### config.mk
export PLATFORM = sky130hd
export DESIGN_NAME = cidf_lane
export DESIGN_NICKNAME = d
export VERILOG_FILES = /design/src/rtl/cidf_pkg.sv /design/src/rtl/cidf_lane.sv
export SDC_FILE = /design/constraint.sdc
export NUM_CORES = 2
export LEC_CHECK = 0
export BUFFER_PORTS_ARGS = -buffer_cell sky130_fd_sc_hd__buf_2
export CAP_MARGIN = 20
export CORE_UTILIZATION = 32
export DETAILED_ROUTE_END_ITERATION = 16
export PLACE_DENSITY = 0.58
export SYNTH_ARGS = -nofsm -noshare
export SYNTH_HDL_FRONTEND = slang
export SYNTH_SLANG_ARGS = --single-unit
### constraint.sdc
create_clock -name i_clk -period 12 [get_ports i_clk]
set_clock_uncertainty 0.15 [all_clocks]
set_input_delay 0.6 -clock i_clk [delete_from_list [all_inputs] [get_ports i_clk]]
set_output_delay 0.6 -clock i_clk [all_outputs]
set_load 0.01 [all_outputs]
### src/rtl/cidf_pkg.sv
// Shared constants, register indexes, state and control types of the complex IIR filter.
`default_nettype none

package cidf_pkg;

    // Default build sizes
    localparam int MAX_ORDER_DEF    = 8;
    localparam int SAMPLE_WIDTH_DEF = 24;
    localparam int COEF_WIDTH_DEF   = 32;
    localparam int COEF_FRAC_DEF    = 20;

    // Fixed field widths of the interface
    localparam int ORDER_W    = 4;
    localparam int SCALE_W    = 32;
    localparam int CIDX_W     = 4;
    localparam int CFIELD_W   = 32;
    localparam int CFG_IDX_W  = 2;
    localparam int CFG_DATA_W = 32;
    localparam int ACC_W      = 64;

    // Register reset values (scale is about 2^32 / 1071.238871)
    localparam logic [ORDER_W-1:0] ORDER_RST = 4'd1;
    localparam logic [SCALE_W-1:0] SCALE_RST = 32'd4009346;

    // Register indexes of the configuration port
    typedef enum logic [CFG_IDX_W-1:0] {
        CFG_ORDER  = 2'd0,
        CFG_SCALE  = 2'd1,
        CFG_ENABLE = 2'd2
    } t_cfg_idx;

    // Item kinds carried in tuser
    localparam logic KIND_SAMPLE = 1'b0;
    localparam logic KIND_LOAD   = 1'b1;

    // Sequencer states
    typedef enum logic [2:0] {
        ST_IDLE,
        ST_PASS,
        ST_SCALE,
        ST_SHIFT,
        ST_MAC,
        ST_DRAIN,
        ST_ROUND
    } t_state;

    // Per-lane control from the sequencer
    typedef struct packed {
        logic clear_hist;
        logic scale;
        logic shift_x;
        logic mac;
        logic sel_den;
        logic round;
    } t_lane_ctl;

endpackage

`default_nettype wire

### src/rtl/cidf_lane.sv
// One filter lane: input scaling, history lines, shared multiply-accumulate and output rounding.
`default_nettype none

module cidf_lane #(
    parameter int MAX_ORDER    = cidf_pkg::MAX_ORDER_DEF,
    parameter int SAMPLE_WIDTH = cidf_pkg::SAMPLE_WIDTH_DEF,
    parameter int COEF_WIDTH   = cidf_pkg::COEF_WIDTH_DEF,
    parameter int COEF_FRAC    = cidf_pkg::COEF_FRAC_DEF,
    localparam int HI_W        = $clog2(MAX_ORDER + 1),
    localparam int YI_W        = (MAX_ORDER > 1) ? $clog2(MAX_ORDER) : 1
) (
    input  wire logic                              i_clk,
    input  wire logic                              i_rst_n,
    input  wire cidf_pkg::t_lane_ctl               i_ctl,
    input  wire logic [cidf_pkg::SCALE_W-1:0]      i_scale,
    input  wire logic signed [SAMPLE_WIDTH-1:0]    i_sample,
    input  wire logic signed [COEF_WIDTH-1:0]      i_coef,
    input  wire logic [HI_W-1:0]                   i_hidx,
    output logic signed [SAMPLE_WIDTH-1:0]         o_y
);
    import cidf_pkg::*;

    localparam int SW   = SAMPLE_WIDTH;
    localparam int SPW  = SW + SCALE_W + 1;
    localparam int PW   = COEF_WIDTH + SW;

    localparam logic signed [ACC_W-1:0] SAT_HI =
        $signed({{(ACC_W - SW + 1){1'b0}}, {(SW - 1){1'b1}}});
    localparam logic signed [ACC_W-1:0] SAT_LO =
        $signed({{(ACC_W - SW + 1){1'b1}}, {(SW - 1){1'b0}}});
    localparam logic [ACC_W-1:0] RND_HALF = {{(ACC_W - COEF_FRAC){1'b0}}, 1'b1,
                                              {(COEF_FRAC - 1){1'b0}}};
    localparam logic [SPW-1:0]   SCL_HALF = {{(SPW - SCALE_W){1'b0}}, 1'b1,
                                              {(SCALE_W - 1){1'b0}}};

    logic signed [SW-1:0]     r_xh [0:MAX_ORDER];
    logic signed [SW-1:0]     r_yh [0:MAX_ORDER-1];
    logic signed [SPW-1:0]    r_sprod;
    logic signed [ACC_W-1:0]  r_prod;
    logic                     r_pv;
    logic signed [ACC_W-1:0]  r_acc;

    logic signed [SPW-1:0]    scl_mult;
    logic signed [SPW-1:0]    scl_rnd;
    logic signed [SW-1:0]     x_new;
    logic signed [SW-1:0]     hist_op;
    logic signed [PW-1:0]     mac_mult;
    logic signed [ACC_W-1:0]  acc_rnd;
    logic signed [ACC_W-1:0]  acc_q;

    // Input scaling, Q1.23 times unsigned Q0.32, rounded back to the sample grid
    assign scl_mult = SPW'(i_sample) * SPW'($signed({1'b0, i_scale}));
    assign scl_rnd  = r_sprod + $signed(SCL_HALF);
    assign x_new    = scl_rnd[SW+SCALE_W-1:SCALE_W];

    always_ff @(posedge i_clk) begin
        if (i_ctl.scale) begin
            r_sprod <= scl_mult;
        end
    end

    // Tap operand and product
    assign hist_op  = i_ctl.sel_den ? r_yh[i_hidx[YI_W-1:0]] : r_xh[i_hidx];
    assign mac_mult = PW'(i_coef) * PW'(hist_op);

    always_ff @(posedge i_clk) begin
        r_prod <= ACC_W'(mac_mult);
    end

    // Accumulator, wraps modulo 2^64
    always_ff @(posedge i_clk) begin
        if (!i_rst_n) begin
            r_pv  <= 1'b0;
            r_acc <= '0;
        end else begin
            r_pv <= i_ctl.mac;
            if (i_ctl.shift_x) begin
                r_acc <= '0;
            end else if (r_pv) begin
                r_acc <= r_acc + r_prod;
            end
        end
    end

    // Round to the sample grid and saturate
    assign acc_rnd = r_acc + $signed(RND_HALF);
    assign acc_q   = acc_rnd >>> COEF_FRAC;

    always_comb begin
        if (acc_q > SAT_HI) begin
            o_y = SAT_HI[SW-1:0];
        end else if (acc_q < SAT_LO) begin
            o_y = SAT_LO[SW-1:0];
        end else begin
            o_y = acc_q[SW-1:0];
        end
    end

    // Input history, index 0 newest
    always_ff @(posedge i_clk) begin
        if (!i_rst_n || i_ctl.clear_hist) begin
            for (int i = 0; i <= MAX_ORDER; i++) begin
                r_xh[i] <= '0;
            end
        end else if (i_ctl.shift_x) begin
            r_xh[0] <= x_new;
            for (int i = 1; i <= MAX_ORDER; i++) begin
                r_xh[i] <= r_xh[i-1];
            end
        end
    end

    // Output history, index 0 is the last output
    always_ff @(posedge i_clk) begin
        if (!i_rst_n || i_ctl.clear_hist) begin
            for (int i = 0; i < MAX_ORDER; i++) begin
                r_yh[i] <= '0;
            end
        end else if (i_ctl.round) begin
            r_yh[0] <= o_y;
            for (int i = 1; i < MAX_ORDER; i++) begin
                r_yh[i] <= r_yh[i-1];
            end
        end
    end

endmodule

`default_nettype wire

# --- Yosys cells after proc, flatten, opt, wreduce, memory -nomap -nowiden ---
# Memories as Yosys holds them, arrays and structs flattened.
# Index checks and enable logic that the tools add are counted.
totals:
  ramBits: 408
  output_inout_bits: 24
  rom_bits: 0
  mem_count: 2
  elab_cells: 62
  ff_bits: 177
  latchBits: 0
memory_table:
  columns: ["name", "depth", "width", "read_ports", "rd_ports_with_merged_regs", "wr", "line_no", "rtl"]
  rows:
  - ["r_xh", 9, 24, 9, 0, 9, "cidf_lane.sv:36", "logic signed [SW-1:0] r_xh [0:MAX_ORDER];"]
  - ["r_yh", 8, 24, 8, 0, 8, "cidf_lane.sv:37", "logic signed [SW-1:0] r_yh [0:MAX_ORDER-1];"]
classes:
  shifts: 0
  div_mod_pow: 0
  n_eq_ne: 0
  mux: 28
  multipliers: 2
  addsub: 3
  n_bitwise: 18
  magnitude_cmp: 2
  n_reduce_logical: 3
op_table:
  columns: ["cell", "n"]
  rows:
  - ["two-way mux 24 bit", 20]
  - ["adder 64 x 21 -> 64 bit (second input constant)", 1]
  - ["adder 64 x 56 -> 64 bit", 1]
  - ["adder 56 x 33 -> 56 bit (second input constant)", 1]
  - ["multiplier 24 x 33 -> 56 bit", 1]
  - ["multiplier 32 x 24 -> 56 bit", 1]
  - ["> comparator 44 x 24 -> 1 bit (second input constant)", 1]
  - ["less-than comparator 44 x 24 -> 1 bit (second input constant)", 1]
  - ["bitwise OR 1 bit", 17]
  - ["two-way mux 1 bit", 8]
  - ["OR reduction 2 bit", 1]
  - ["logical NOT 1 bit", 1]
  - ["logical OR 1 bit", 1]
  - ["NOT 1 bit", 1]

# --- Depth between registers and ports, before layout ---
logic_depth:
  depth_word: 5
  depth_mapped: 37
  mapped_depth_nobuf: 32

# --- Worst setup path before layout ---
# Ideal clock, no wire load.
synth_path:
  path_type: "input port to flip-flop"
  start: "input port i_hidx[0]"
  end: "register, netlist name r_prod[55]"
  t_required_ps: 11778
  slack_ps: 2417
  path_buffers: 6
  stages: 32
  arrival_time_ps: 9361
  path_cell_list: "clkbuf_1 -> buf_2 -> buf_2 -> buf_2 -> mux4_2 -> mux2i_1 -> a21oi_1 -> clkbuf_1 -> nand2_1 -> inv_1 -> fa_1 -> fa_1 -> inv_1 -> fa_1 -> inv_1 -> fa_1 -> fa_1 -> fa_1 -> fa_1 -> ha_1 -> clkbuf_1 -> a21oi_1 -> o21ai_1 -> a2111oi_0 -> nor3_1 -> a2111o_1 -> a22o_1 -> a31oi_1 -> a211oi_1 -> a311o_1 -> a21oi_1 -> xnor2_1"
synth_via:
  elab_chain_len: 3
synth_rtl:
  columns: ["item", "line_no", "rtl"]
  rows:
  - ["from (decl)", "cidf_lane.sv:18", "input wire logic [HI_W-1:0] i_hidx,"]
  - ["memory (9 x 24 bit) or memory (8 x 24 bit) (tied branches)", null, null]
  - ["two-way mux 24 bit *", "cidf_lane.sv:63", "assign hist_op = i_ctl.sel_den ? r_yh[i_hidx[YI_W-1:0]] : r_xh[i_hidx];"]
  - ["multiplier 32 x 24 -> 56 bit *", "cidf_lane.sv:64", "assign mac_mult = PW'(i_coef) * PW'(hist_op);"]
  - ["via mac_mult[55]", "cidf_lane.sv:47", "logic signed [PW-1:0] mac_mult;"]
# The timed path passes the listed nets; every way through them passes the cells marked *.
# A chain may end at the register's enable or synchronous reset.

==> flow_summary_export.csv <==
group,metric,value,unit
global_routing,wire_length_of_the_first_global_routing_pass,336000,µm
finish,layout_cell_share_with_drive_strength_beyond_1,0.0607,
global_routing,grt.total_usage,0.176,
yosys,syn-mean-instance-area,10.0,µm²
setup_path,path_common_cell,"sky130_fd_sc_hd__fa_1",
clocking,cts.sink_count,554,
sta,final_max_slew_viol_count,0,
detailed_routing,drc_viols,0,
detailed_routing,postRouteWirelength,211000,µm
die,die-width,494,µm
yosys,yosysSeqAreaShare,0.199,
yosys,synth_fp_nets,9672,
clocking,postCtsResizedCells,0,
place,detailed_place_hpwl,154000,µm
detailed_routing,vias,53470,
clocking,clock_transition_at_path_regs,0.07,ns
sta,fmax,98.6,MHz
global_routing,grt_util_met3,0.0240,
yosys,post_synth_instance_area,77400,µm²
detailed_routing,post_drt_via_cell_ratio,4.97,
yosys,synth-seq-cells,554,
sta,period_minus_slack,10.14,ns
detailed_routing,drt_iter0_drc,3680,
clocking,tritoncts,"built",
clocking,cts.hold.buffers_added,0,
detailed_routing,drt_pass1_iterations,6,
yosys,synth-edff-count,433,
setup_path,timing.critical_path.required,12.37,ns
sta,max-slew-margin-rel,0.241,
setup_path,path_buf_inv,4,
place,placedInstanceArea,81100,µm²
yosys,async_flop_share,0,
global_routing,met2_usage,0.293,
yosys,synthDominantAreaCellType,"sky130_fd_sc_hd__fa_1",
detailed_routing,ant_nets,0,
setup_path,arrival,10.51,ns
yosys,yosys.area.top_type_share,0.373,
die,dieArea,244000,µm²
place,post-place-cells,10653,
sta,setup_total_negative_slack,0,ns
setup_path,timing.critical_path.slowest_cell_delay,0.88,ns
clocking,cts.path.max_buffers,3,
global_routing,grt_max_degree,192,
detailed_routing,avgRoutedWirePerCell,19.6,µm
setup_path,crit_family,"adder cells",
clocking,clk_latency,0.66,ns
setup_path,timing.critical_path.fanout_max,21,
finish,postLayoutCellArea,83200,µm²
clocking,post_cts.repair.setup_buffers,0,
global_routing,global_route_congestion_overflow_total,0,
global_routing,grt_pass1_vias,58453,
setup_path,critical-path-slowest-cell,"sky130_fd_sc_hd__a211oi_1",
setup_path,timing.setup.critical_path_class,"flop to flop",
die,floorplan.rows,180,
place,gpl_congestion,0.863,
sta,worstMarginPinSlew,1.14,ns
yosys,synth_cells,7708,
place,placement.io_buffers,123,
die,die_height,494,µm
finish,area_growth_syn_to_layout,7.59,%
sta,final_min_period_over_clock_period,0.845,
yosys,post-synth-top-count-cell,"sky130_fd_sc_hd__inv_1",
yosys,synthesis.yosys.warnings,0,
sta,rsz0062_at_grt,"no",
sta,setup_violations,0,
min_path,min_path_type,"input pin to flop",
setup_path,worst_setup_path_start_kind,"flop",
finish,finish.cell_count_without_fillers,10767,
die,number_of_primary_i_o_pins,124,
flow_run,drv_cap,0,
global_routing,grt_antenna_before_repair,5,
die,initial_utilization,0.322,
setup_path,timing.critical_path.to_type,"flop",
yosys,synth.top_cells.by_area,"sky130_fd_sc_hd__fa_1 (37%), sky130_fd_sc_hd__edfxtp_1 (17%), sky130_fd_sc_hd__inv_1 (7.1%)",
yosys,synth.top_cells.by_count,"sky130_fd_sc_hd__inv_1 (1463), sky130_fd_sc_hd__fa_1 (1441), sky130_fd_sc_hd__nand2_1 (969)",
clocking,cts_inserted_buffers,60,
yosys,most_instantiated_flip_flop_cell_in_the_synthesis_netlist,"sky130_fd_sc_hd__edfxtp_1",
global_routing,busiest_layer_in_global_routing,"met2",
sta,worst_hold_slack,0.0402,ns
outcome,outcome,"completed",
clocking,cts_root_buffer,"sky130_fd_sc_hd__clkbuf_16",
global_routing,gr_util_met1,0.237,
clocking,cts_htree_levels,2,
die,total_core_area,241000,µm²
yosys,synth_cell_types,77,
finish,final_net_count,9496,
sta,finalHoldViolCount,0,
[final timing paths]
check / start / endpoint / slack, ns / cells after the start
max: r_xh[0][3] / r_prod[55] / 1.86 / 28
min: i_ctl[2] / r_pv / 0.04 / 2
max reg2reg: r_xh[0][3] / r_prod[55] / 1.86 / 28
min reg2reg: r_acc[5] / r_acc[5] / 0.32 / 2
[cells in the final DEF, fill, tap and decap left out, types with 76 or more instances in the layout]
master	n
sky130_fd_sc_hd__mux2i_1	84
sky130_fd_sc_hd__o21ai_0	96
sky130_fd_sc_hd__buf_2	119
sky130_fd_sc_hd__inv_1	1463
sky130_fd_sc_hd__dfxtp_1	120
sky130_fd_sc_hd__xnor2_1	120
sky130_fd_sc_hd__mux4_2	96
sky130_fd_sc_hd__nand2_1	969
sky130_fd_sc_hd__and2_1	671
sky130_fd_sc_hd__ha_1	423
sky130_fd_sc_hd__edfxtp_1	433
sky130_fd_sc_hd__fa_1	1441
sky130_fd_sc_hd__and3_1	328
sky130_fd_sc_hd__xor2_1	76
sky130_fd_sc_hd__nor2_1	222
sky130_fd_sc_hd__a21oi_1	147
[registers in the layout (all words and copies together), names as in the netlist]
signal	cells
r_sprod	25
r_acc	64
r_xh	216
r_prod	56
r_yh	192
r_pv	1
[stage by stage]
stage	utilization	setup slack (ns)
floorplan	-	2.42
global placement	0.337	1.39
detailed placement	0.337	1.27
CTS	0.346	1.83
global route	0.346	1.38
finish	0.346	1.86
[per-layer routing]
metal  share of wire  vias to the layer above
met3           0.057                      344
met4           0.033                        2
met2            0.48                     1666
li1                -                    23575
met5        0.000081                        -
met1            0.43                    27883
[logic make-up (layout without fill, tap and decap cells)]
| group | Yosys count | after routing | synth area share |
|---|---|---|---|
| mux | 180 | 180 | 0.0388 |
| fa+ha+maj | 1864 | 1864 | 0.441 |
| xor+xnor | 196 | 196 | 0.0222 |
| compound gates | 557 | 557 | 0.0459 |
| buf+inv | 1896 | 1767 | 0.0924 |
| simple gates | 2461 | 2461 | 0.160 |
| flops | 554 | 554 | 0.199 |
| other cells | 0 | 3 | 0 |
[cell type report]
type / instances / area (µm²)
Tap cell: 3185 / 3990
Fill cell: 24258 / 157000
Antenna cell: 3 / 7.51
Inverter: 1463 / 5490
Clock buffer: 81 / 1730
Timing Repair Buffer: 195 / 1270
Clock inverter: 28 / 347
Sequential cell: 554 / 15400
Multi-Input combinational cell: 5258 / 55000
Power is left out: the tool's default activity adds up to more than one toggle a clock period on the data nets, which glitch-free logic cannot reach.
